$ cat src/hw/rtl/scba_pkg.sv
`timescale 1ns / 1ps
// Shared constants, types and helper functions of the size-class block allocator.
// Used by every module of the block; depends on nothing else.
package scba_pkg;

    localparam int NUM_CLASSES      = 12;
    localparam int BLOCKS_PER_CLASS = 256;
    localparam int MIN_BLOCK_BYTES  = 32;
    localparam int TOTAL_BLOCKS     = NUM_CLASSES * BLOCKS_PER_CLASS;

    localparam int HANDLE_W = 12;
    localparam int CLS_W    = 4;
    localparam int IDX_W    = $clog2(BLOCKS_PER_CLASS);
    localparam int CNT_W    = $clog2(BLOCKS_PER_CLASS + 1);
    localparam int SIZE_W   = 17;
    localparam int TICK_W   = 32;
    localparam int USAGE_W  = 25;
    localparam int STAT_W   = 3;
    localparam int TOTAL_W  = 32;

    // stream payload layout
    localparam int IN_W    = 96;
    localparam int OUT_W   = 136;
    localparam int I_SIZE  = 0;
    localparam int I_HDL   = I_SIZE + SIZE_W;
    localparam int I_DL    = I_HDL + HANDLE_W;
    localparam int I_NOW   = I_DL + TICK_W;
    localparam int O_STAT  = 0;
    localparam int O_GRANT = O_STAT + STAT_W;
    localparam int O_CLS   = O_GRANT + HANDLE_W;
    localparam int O_MISS  = O_CLS + CLS_W;
    localparam int O_USE   = O_MISS + 1;
    localparam int O_PEAK  = O_USE + USAGE_W;
    localparam int O_FAIL  = O_PEAK + USAGE_W;
    localparam int O_MTOT  = O_FAIL + TOTAL_W;
    localparam int O_END   = O_MTOT + TOTAL_W;

    localparam logic [STAT_W-1:0] ST_OK     = 3'd0;
    localparam logic [STAT_W-1:0] ST_ZERO   = 3'd1;
    localparam logic [STAT_W-1:0] ST_BIG    = 3'd2;
    localparam logic [STAT_W-1:0] ST_EMPTY  = 3'd3;
    localparam logic [STAT_W-1:0] ST_BAD    = 3'd4;
    localparam logic [STAT_W-1:0] ST_DOUBLE = 3'd5;

    localparam logic KIND_ALLOC = 1'b0;
    localparam logic KIND_FREE  = 1'b1;

    typedef enum logic {S_IDLE, S_EXEC} ctl_state_t;

    typedef struct packed {
        logic                rd_en;
        logic [HANDLE_W-1:0] rd_addr;
        logic                link_we;
        logic [HANDLE_W-1:0] link_addr;
        logic [HANDLE_W-1:0] link_wdata;
        logic                busy_we;
        logic [HANDLE_W-1:0] busy_addr;
        logic                busy_wdata;
    } mem_req_t;

    typedef struct packed {
        logic [HANDLE_W-1:0] link_rdata;
        logic                busy_rdata;
        logic                clearing;
    } mem_rsp_t;

    typedef struct packed {
        logic [TOTAL_W-1:0]  miss_total;
        logic [TOTAL_W-1:0]  failure_total;
        logic [USAGE_W-1:0]  peak_bytes;
        logic [USAGE_W-1:0]  usage_bytes;
        logic                deadline_missed;
        logic [CLS_W-1:0]    class_index;
        logic [HANDLE_W-1:0] granted_handle;
        logic [STAT_W-1:0]   status;
    } result_t;

    function automatic logic [USAGE_W-1:0] class_bytes(input logic [CLS_W-1:0] c);
        return USAGE_W'(MIN_BLOCK_BYTES) << c;
    endfunction

    // smallest class whose block holds the request
    function automatic logic [CLS_W-1:0] pick_class(input logic [SIZE_W-1:0] size);
        logic [CLS_W-1:0] pick;
        pick = '0;
        for (int i = NUM_CLASSES - 1; i >= 0; i--)
        begin
            if (class_bytes(CLS_W'(i)) >= USAGE_W'(size))
            begin
                pick = CLS_W'(i);
            end
        end
        return pick;
    endfunction

endpackage

$ cat src/hw/rtl/scba_ctrl.sv
`timescale 1ns / 1ps
// Request sequencer: class lookup, per-class list heads and counts, usage and
// failure statistics, read-modify-write of the block memory. Depends on scba_pkg.
module scba_ctrl
(
    input  logic                          clk,
    input  logic                          rst_n,
    input  logic                          in_valid,
    output logic                          in_ready,
    input  logic                          kind,
    input  logic [scba_pkg::SIZE_W-1:0]   req_size,
    input  logic [scba_pkg::HANDLE_W-1:0] handle,
    input  logic [scba_pkg::TICK_W-1:0]   deadline,
    input  logic [scba_pkg::TICK_W-1:0]   now_tick,
    output scba_pkg::mem_req_t            mem_req,
    input  scba_pkg::mem_rsp_t            mem_rsp,
    input  logic                          slot_free,
    output logic                          res_valid,
    output scba_pkg::result_t             res
);

    scba_pkg::ctl_state_t state_reg;
    scba_pkg::ctl_state_t state_next;

    logic [scba_pkg::HANDLE_W-1:0] head_reg  [scba_pkg::NUM_CLASSES];
    logic [scba_pkg::CNT_W-1:0]    rcnt_reg  [scba_pkg::NUM_CLASSES];
    logic [scba_pkg::CNT_W-1:0]    fresh_reg [scba_pkg::NUM_CLASSES];

    logic [scba_pkg::USAGE_W-1:0]  usage_reg;
    logic [scba_pkg::USAGE_W-1:0]  usage_next;
    logic [scba_pkg::USAGE_W-1:0]  peak_reg;
    logic [scba_pkg::USAGE_W-1:0]  peak_next;
    logic [scba_pkg::TOTAL_W-1:0]  fail_reg;
    logic [scba_pkg::TOTAL_W-1:0]  fail_next;
    logic [scba_pkg::TOTAL_W-1:0]  miss_reg;
    logic [scba_pkg::TOTAL_W-1:0]  miss_next;

    // request latched at accept
    logic                          kind_reg;
    logic                          zero_reg;
    logic                          big_reg;
    logic                          bad_reg;
    logic                          late_reg;
    logic [scba_pkg::CLS_W-1:0]    cls_reg;
    logic [scba_pkg::HANDLE_W-1:0] h_reg;
    logic [scba_pkg::HANDLE_W-1:0] head_l_reg;
    logic [scba_pkg::CNT_W-1:0]    rcnt_l_reg;
    logic [scba_pkg::CNT_W-1:0]    fresh_l_reg;

    logic                          accept;
    logic                          done;
    logic                          zero_in;
    logic                          big_in;
    logic                          bad_in;
    logic                          late_in;
    logic [scba_pkg::CLS_W-1:0]    cls_in;
    logic [scba_pkg::HANDLE_W-1:0] head_in;

    logic                          ok_alloc;
    logic                          ok_free;
    logic                          fail_inc;
    logic [scba_pkg::STAT_W-1:0]   status;
    logic [scba_pkg::HANDLE_W-1:0] grant;
    logic [scba_pkg::HANDLE_W-1:0] new_head;
    logic [scba_pkg::CNT_W-1:0]    new_rcnt;
    logic [scba_pkg::CNT_W-1:0]    new_fresh;

    assign in_ready = (state_reg == scba_pkg::S_IDLE) && !mem_rsp.clearing;
    assign accept   = in_valid && in_ready;
    assign done     = (state_reg == scba_pkg::S_EXEC) && slot_free;

    // front half: classify the request and pick the address to read
    always_comb
    begin
        zero_in = (req_size == '0);
        big_in  = scba_pkg::USAGE_W'(req_size) >
                  scba_pkg::class_bytes(scba_pkg::CLS_W'(scba_pkg::NUM_CLASSES - 1));
        bad_in  = handle >= scba_pkg::HANDLE_W'(scba_pkg::TOTAL_BLOCKS);
        late_in = (deadline != '0) && (now_tick > deadline);
        if (kind == scba_pkg::KIND_FREE)
        begin
            cls_in = bad_in ? '0 : handle[scba_pkg::HANDLE_W-1:scba_pkg::IDX_W];
        end
        else
        begin
            cls_in = (zero_in || big_in) ? '0 : scba_pkg::pick_class(req_size);
        end
        head_in = head_reg[cls_in];
    end

    always_comb
    begin
        state_next = state_reg;
        case (state_reg)
            scba_pkg::S_IDLE:
            begin
                if (accept)
                begin
                    state_next = scba_pkg::S_EXEC;
                end
            end
            scba_pkg::S_EXEC:
            begin
                if (done)
                begin
                    state_next = scba_pkg::S_IDLE;
                end
            end
            default:
            begin
                state_next = scba_pkg::S_IDLE;
            end
        endcase
    end

    // back half: finish the request with the memory read data
    always_comb
    begin
        ok_alloc  = 1'b0;
        ok_free   = 1'b0;
        fail_inc  = 1'b0;
        status    = scba_pkg::ST_OK;
        grant     = '0;
        new_head  = head_l_reg;
        new_rcnt  = rcnt_l_reg;
        new_fresh = fresh_l_reg;
        if (kind_reg == scba_pkg::KIND_ALLOC)
        begin
            if (zero_reg)
            begin
                status = scba_pkg::ST_ZERO;
            end
            else if (big_reg)
            begin
                status   = scba_pkg::ST_BIG;
                fail_inc = 1'b1;
            end
            else if (rcnt_l_reg != '0)
            begin
                ok_alloc = 1'b1;
                grant    = (head_l_reg >= scba_pkg::HANDLE_W'(scba_pkg::TOTAL_BLOCKS)) ?
                           '0 : head_l_reg;
                new_head = mem_rsp.link_rdata;
                new_rcnt = rcnt_l_reg - 1'b1;
            end
            else if (fresh_l_reg != '0)
            begin
                ok_alloc  = 1'b1;
                new_fresh = fresh_l_reg - 1'b1;
                grant     = {cls_reg, new_fresh[scba_pkg::IDX_W-1:0]};
            end
            else
            begin
                status   = scba_pkg::ST_EMPTY;
                fail_inc = 1'b1;
            end
        end
        else
        begin
            if (bad_reg)
            begin
                status = scba_pkg::ST_BAD;
            end
            else if (!mem_rsp.busy_rdata)
            begin
                status = scba_pkg::ST_DOUBLE;
            end
            else
            begin
                ok_free  = 1'b1;
                new_head = h_reg;
                new_rcnt = rcnt_l_reg + 1'b1;
            end
        end

        if (ok_alloc)
        begin
            usage_next = usage_reg + scba_pkg::class_bytes(cls_reg);
        end
        else if (ok_free)
        begin
            usage_next = usage_reg - scba_pkg::class_bytes(cls_reg);
        end
        else
        begin
            usage_next = usage_reg;
        end
        peak_next = (usage_next > peak_reg) ? usage_next : peak_reg;
        fail_next = (fail_inc && (fail_reg != '1)) ? fail_reg + 1'b1 : fail_reg;
        miss_next = (ok_alloc && late_reg && (miss_reg != '1)) ? miss_reg + 1'b1 : miss_reg;

        res.status          = status;
        res.granted_handle  = grant;
        res.class_index     = cls_reg;
        res.deadline_missed = ok_alloc && late_reg;
        res.usage_bytes     = usage_next;
        res.peak_bytes      = peak_next;
        res.failure_total   = fail_next;
        res.miss_total      = miss_next;
        res_valid           = done;

        mem_req.rd_en      = accept;
        mem_req.rd_addr    = (kind == scba_pkg::KIND_FREE) ? handle :
                             ((head_in >= scba_pkg::HANDLE_W'(scba_pkg::TOTAL_BLOCKS)) ?
                              '0 : head_in);
        mem_req.link_we    = done && ok_free;
        mem_req.link_addr  = h_reg;
        mem_req.link_wdata = head_l_reg;
        mem_req.busy_we    = done && (ok_alloc || ok_free);
        mem_req.busy_addr  = ok_alloc ? grant : h_reg;
        mem_req.busy_wdata = ok_alloc;
    end

    always_ff @(posedge clk or negedge rst_n)
    begin
        if (!rst_n)
        begin
            state_reg <= scba_pkg::S_IDLE;
            usage_reg <= '0;
            peak_reg  <= '0;
            fail_reg  <= '0;
            miss_reg  <= '0;
            for (int i = 0; i < scba_pkg::NUM_CLASSES; i++)
            begin
                head_reg[i]  <= '0;
                rcnt_reg[i]  <= '0;
                fresh_reg[i] <= scba_pkg::CNT_W'(scba_pkg::BLOCKS_PER_CLASS);
            end
        end
        else
        begin
            state_reg <= state_next;
            if (done)
            begin
                usage_reg         <= usage_next;
                peak_reg          <= peak_next;
                fail_reg          <= fail_next;
                miss_reg          <= miss_next;
                head_reg[cls_reg]  <= new_head;
                rcnt_reg[cls_reg]  <= new_rcnt;
                fresh_reg[cls_reg] <= new_fresh;
            end
        end
    end

    always_ff @(posedge clk)
    begin
        if (accept)
        begin
            kind_reg    <= kind;
            zero_reg    <= zero_in;
            big_reg     <= big_in;
            bad_reg     <= bad_in;
            late_reg    <= late_in;
            cls_reg     <= cls_in;
            h_reg       <= handle;
            head_l_reg  <= head_in;
            rcnt_l_reg  <= rcnt_reg[cls_in];
            fresh_l_reg <= fresh_reg[cls_in];
        end
    end

endmodule

$ cat config.mk
export PLATFORM = sky130hd
export DESIGN_NAME = scba_ctrl
export DESIGN_NICKNAME = d
export VERILOG_FILES = /design/src/hw/rtl/scba_pkg.sv /design/src/hw/rtl/scba_ctrl.sv
export SDC_FILE = /design/constraint.sdc
export NUM_CORES = 1
export LEC_CHECK = 0
export BUFFER_PORTS_ARGS = -buffer_cell sky130_fd_sc_hd__buf_4
export CORE_ASPECT_RATIO = 0.6
export CORE_MARGIN = 1
export CORE_UTILIZATION = 57
export CTS_CLUSTER_DIAMETER = 50
export DETAILED_ROUTE_END_ITERATION = 7
export PLACE_DENSITY = 0.78
export SLEW_MARGIN = 5
export SYNTH_ARGS = -nofsm -noshare
export SYNTH_HDL_FRONTEND = slang
export SYNTH_SLANG_ARGS = --single-unit
$ cat constraint.sdc
create_clock -name clk -period 6.44 [get_ports clk]
set_clock_uncertainty 0.1 [all_clocks]
set_input_delay 0 -clock clk [delete_from_list [all_inputs] [get_ports clk]]
set_output_delay 0 -clock clk [all_outputs]
set_load 0.02 [all_outputs]
==> results.md <==
## Run
* **max-capacitance violation count** 0

## STA
* **final hold viol count** 0
* **final period utilization** 96.68%
* **Final min period** 6226 ps
* **Slew Limit Headroom** 13.32%
* **top achievable clock speed** 160.6 MHz
* **Worst-Margin Slew** 1295 ps
* **Final Max Slew Viols** 0
* **setup violators final** 0

## Global route
* **number of antenna violations at the first check in global routing** 3
* **first-pass GRT wire length** 142400 um
* **vias in the first global route** 25090
* **total congestion overflow** 0
* **maximum number of pins on one net before global-route repair** 120
* **global routing usage summed across all routing layers** 35.44%

## Layout
* **Final #Nets** 3781
* **layout overhead on the synthesized area** 17.83%
* **number of flip-flops under the largest register name** 144
* **final core utilization** 68.14%
* **ratio of cells with drive above 1 in the final layout** 15.70%

## Critical path
* **Slowest-stage cell, CP** sky130_fd_sc_hd__edfxtp_1
* **data arrival time of the worst path** 6130 ps
* **CP delay by family, top** compound AO/OA/AOI/OAI gates
* **series of cell instances along the critical path** buf_4 > nor2b_2 > nand2_1 > ha_1 > a21o_1 > a21o_1 > a21o_1 > a21oi_2 > o32ai_1 > a211o_1 > and2_1 > a221oi_4 > xnor2_2 > ha_1 > nand4_1 > or2_2 > nor2_2 > a31oi_2 > nand2b_1 > buf_4 > nor4_1 > a21oi_1 > o311ai_1 > buf_4
* **nature of the critical path startpoint** flip-flop
* **Buf+Inv Stages, Crit Path** 3
* **type of the setup path with the least slack** flip-flop to output pin
* **biggest cell delay along the critical path** 500 ps
* **worst endpoint required time** 6340 ps
* **critical path fanouts, max** 10
* **sort of element at the end of the critical path** output pin

## Power
* **Overall Power** 10.89 mW
* **Clk pwr share** 28.3%
* **power density over the cells** 323.4 nW/um2
* **Max rail drop VDD** 0.0002260 V
* **switching component of the power** 3.850 mW
* **internal power** 7.040 mW
* **proportion of total power due to net switching** 35.36%
* **Reg power frac** 38.8%
* **part of the total power dissipated in combinational logic** 32.9%
* **Static Leakage** 15.62 nW

## Drt
* **DR pass1 iterations** 8
* **highest routed layer** met5
* **initial DRC count** 2721
* **WL final** 91480 um
* **number of vias per cell** 6.175
* **Routed wire per std cell** 21.43 um
* **number of DRC violations after detailed routing** 6
* **met3 wire length** 9304 um
* **overall via count from detail_route** 26360
* **routed length on met2** 40150 um
* **number of antenna-violating nets in the routed design** 0
* **total routed wire length on the met1 layer** 38540 um

## Clock tree
* **root cell of the clock tree** sky130_fd_sc_hd__clkbuf_16
* **clock tree from TritonCTS** built
* **maximum buffer depth of the clock tree** 3
* **clock sink count** 521
* **maximum level of the CTS H-tree** 2
* **worst skew pair latency** 600 ps
* **register clock-pin slew on the reported worst setup and hold paths** 60 ps
* **number of buffers added by the clock tree synthesis step** 50

## Die
* **die outline width** 291.1 um
* **Vert. Die Dim** 175.4 um
* **Placeable Area** 49420 um2
* **num ports** 300
* **Die Area** 51070 um2
* **count of standard-cell rows** 63
* **starting utilization of the core area** 57.83%

## Synth
* **gate count after technology mapping** 3337
* **count of flip-flops with a built-in enable after synthesis** 51
* **top area cells in the synthesized netlist** sky130_fd_sc_hd__dfrtp_1 40%, sky130_fd_sc_hd__nand2_1 11%, sky130_fd_sc_hd__o21ai_0 7.4%, sky130_fd_sc_hd__edfxtp_1 5.4%, sky130_fd_sc_hd__ha_1 4.0%
* **top cell type by total area after synthesis** sky130_fd_sc_hd__dfrtp_1
* **most frequently used flop master after synthesis** sky130_fd_sc_hd__dfrtp_1
* **top-count cell post-synth** sky130_fd_sc_hd__nand2_1
* **number of storage elements in the synthesis netlist** 521
* **Synth top cells by count** 849 x sky130_fd_sc_hd__nand2_1, 458 x sky130_fd_sc_hd__dfrtp_1, 421 x sky130_fd_sc_hd__o21ai_0
* **Post-Synthesis Cell Area** 28580 um2
* **share of the synthesized area in the top cell type** 40.10%
* **warning count from the yosys run** 0
* **mean instance size in the synthesized netlist** 8.565 um2
* **synth unique cells** 82
* **post-synthesis sequential area ratio** 46.56%
* **proportion of register bits with asynchronous set or reset after synthesis** 90.21%

## Run status
* **violations in the final reports** DRC
* **result of the run** finished, violations left

## Place
* **count of buffers from port buffering** 294
* **detailed placement HPWL** 61120 um
* **weighted congestion at the end of routability-driven global placement** 0.9437

## Worst hold path
* **Hold Path Class** input port to async pin

## path summary, 6_finish.rpt
path | from | endpoint | slack [ps] | cells past startpoint
worst max register to register | cls_reg[3] | peak_reg[24] | 750 | 23
worst min register to register | fresh_reg[8] | fresh_reg[8] | 380 | 2
max in group asynchronous | rst_n | head_reg[22] | 5470 | 3
worst min-delay path | rst_n | fail_reg[28] | 40 | 3
min in group clk | handle[2] | h_reg[2] | 40 | 2
worst max-delay path | cls_reg[3] | res[67] | 210 | 24
## power groups by stage
| stage | logic, mW | registers, mW | clock network (mW) |
|---|---|---|---|
| after floorplan | 2.15 | 4.16 | 0 |
| after global placement | 3.24 | 4.24 | 0 |
| after detailed placement | 3.33 | 4.27 | 0 |
| final | 3.58 | 4.23 | 3.08 |
| after global routing | 3.88 | 4.28 | 3.26 |
| after CTS | 3.39 | 4.21 | 3.12 |
## metrics by stage
step	setup TNS [ps]	instances	hold slack, ps	worst slack [ps]	instance area [um2]
floorplan	0	3341	-395.6	439.5	28590
global placement	0	4120	-26.18	579.3	31290
detailed placement	0	4120	-21.48	279.9	31290
CTS	0	4250	28.22	7.153	33410
global route	-81.98	4269	28.58	-81.98	33670
finish	0	4269	39.94	213.8	33670
## kinds of logic (layout without fill, tap and decap cells)
| family | after synthesis | after routing | share of synthesized area, % |
|---|---|---|---|
| other cells | 1 | 7 | 0.01312 |
| compound gates | 798 | 798 | 17.03 |
| fa+ha+maj | 93 | 93 | 4.098 |
| mux | 53 | 53 | 1.979 |
| xor+xnor | 152 | 152 | 4.658 |
| flops | 521 | 521 | 46.56 |
| simple gates | 1365 | 1365 | 20.78 |
| buf+inv | 354 | 630 | 4.877 |
## area by class of cell
| class | instances | area [um2] |
|---|---|---|
| clock buffers | 68 | 1423 |
| inverters | 124 | 470.5 |
| multi-input cells | 2466 | 14110 |
| repair buffers | 413 | 3261 |
| well taps | 650 | 813.3 |
| flip-flops and latches | 521 | 13310 |
| clock inverters | 25 | 280.3 |
| diodes | 2 | 5.005 |
| fillers | 3870 | 15750 |
## layout by cell type (no fill, tap or decap), types with 11 or more instances in the layout
master                          count
sky130_fd_sc_hd__a21o_1            38
sky130_fd_sc_hd__a21oi_1           84
sky130_fd_sc_hd__a221o_1           12
sky130_fd_sc_hd__a222oi_1          12
sky130_fd_sc_hd__a22o_1            13
sky130_fd_sc_hd__a311oi_1          19
sky130_fd_sc_hd__a31oi_1           43
sky130_fd_sc_hd__and2_1            24
sky130_fd_sc_hd__and3_1            77
sky130_fd_sc_hd__buf_4            370
sky130_fd_sc_hd__clkbuf_1          11
sky130_fd_sc_hd__clkbuf_16         54
sky130_fd_sc_hd__dfrtp_1          458
sky130_fd_sc_hd__dfstp_2           12
sky130_fd_sc_hd__dlygate4sd3_1     34
sky130_fd_sc_hd__edfxtp_1          51
sky130_fd_sc_hd__ha_1              91
sky130_fd_sc_hd__inv_1            120
sky130_fd_sc_hd__mux2_2            26
sky130_fd_sc_hd__mux2i_1           25
sky130_fd_sc_hd__nand2_1          836
sky130_fd_sc_hd__nand2_2           13
sky130_fd_sc_hd__nand2b_1          14
sky130_fd_sc_hd__nand3_1           88
sky130_fd_sc_hd__nand4_1           40
sky130_fd_sc_hd__nor2_1           141
sky130_fd_sc_hd__nor2b_1           11
sky130_fd_sc_hd__nor3_1            47
sky130_fd_sc_hd__nor4_1            19
sky130_fd_sc_hd__o211ai_1          24
sky130_fd_sc_hd__o21ai_0          416
sky130_fd_sc_hd__o22ai_1           23
sky130_fd_sc_hd__o31ai_1           11
sky130_fd_sc_hd__xnor2_1           75
sky130_fd_sc_hd__xor2_1            75
## worst min-delay path: stages
cell                            delay [ps]
sky130_fd_sc_hd__dlygate4sd3_1         580
sky130_fd_sc_hd__buf_8                 210
sky130_fd_sc_hd__buf_16                370
## per-layer routing
layer	GRT usage, %	up-vias
li1	-	11950
met1	50.40	12780
met2	54.31	1390
met3	6.858	236
met4	12.50	2
met5	0	-
## timing repair
action                                  in CTS  in global routing
hold buffers                                35                  0
endpoints found under the setup margin       9                 25
cloned                                       0                  1
resized for setup                            8                 29
setup buffers                                2                 13
endpoints found under the hold margin      257                  0
pin swaps                                    0                  5
(Power assumes the default switching activity.)
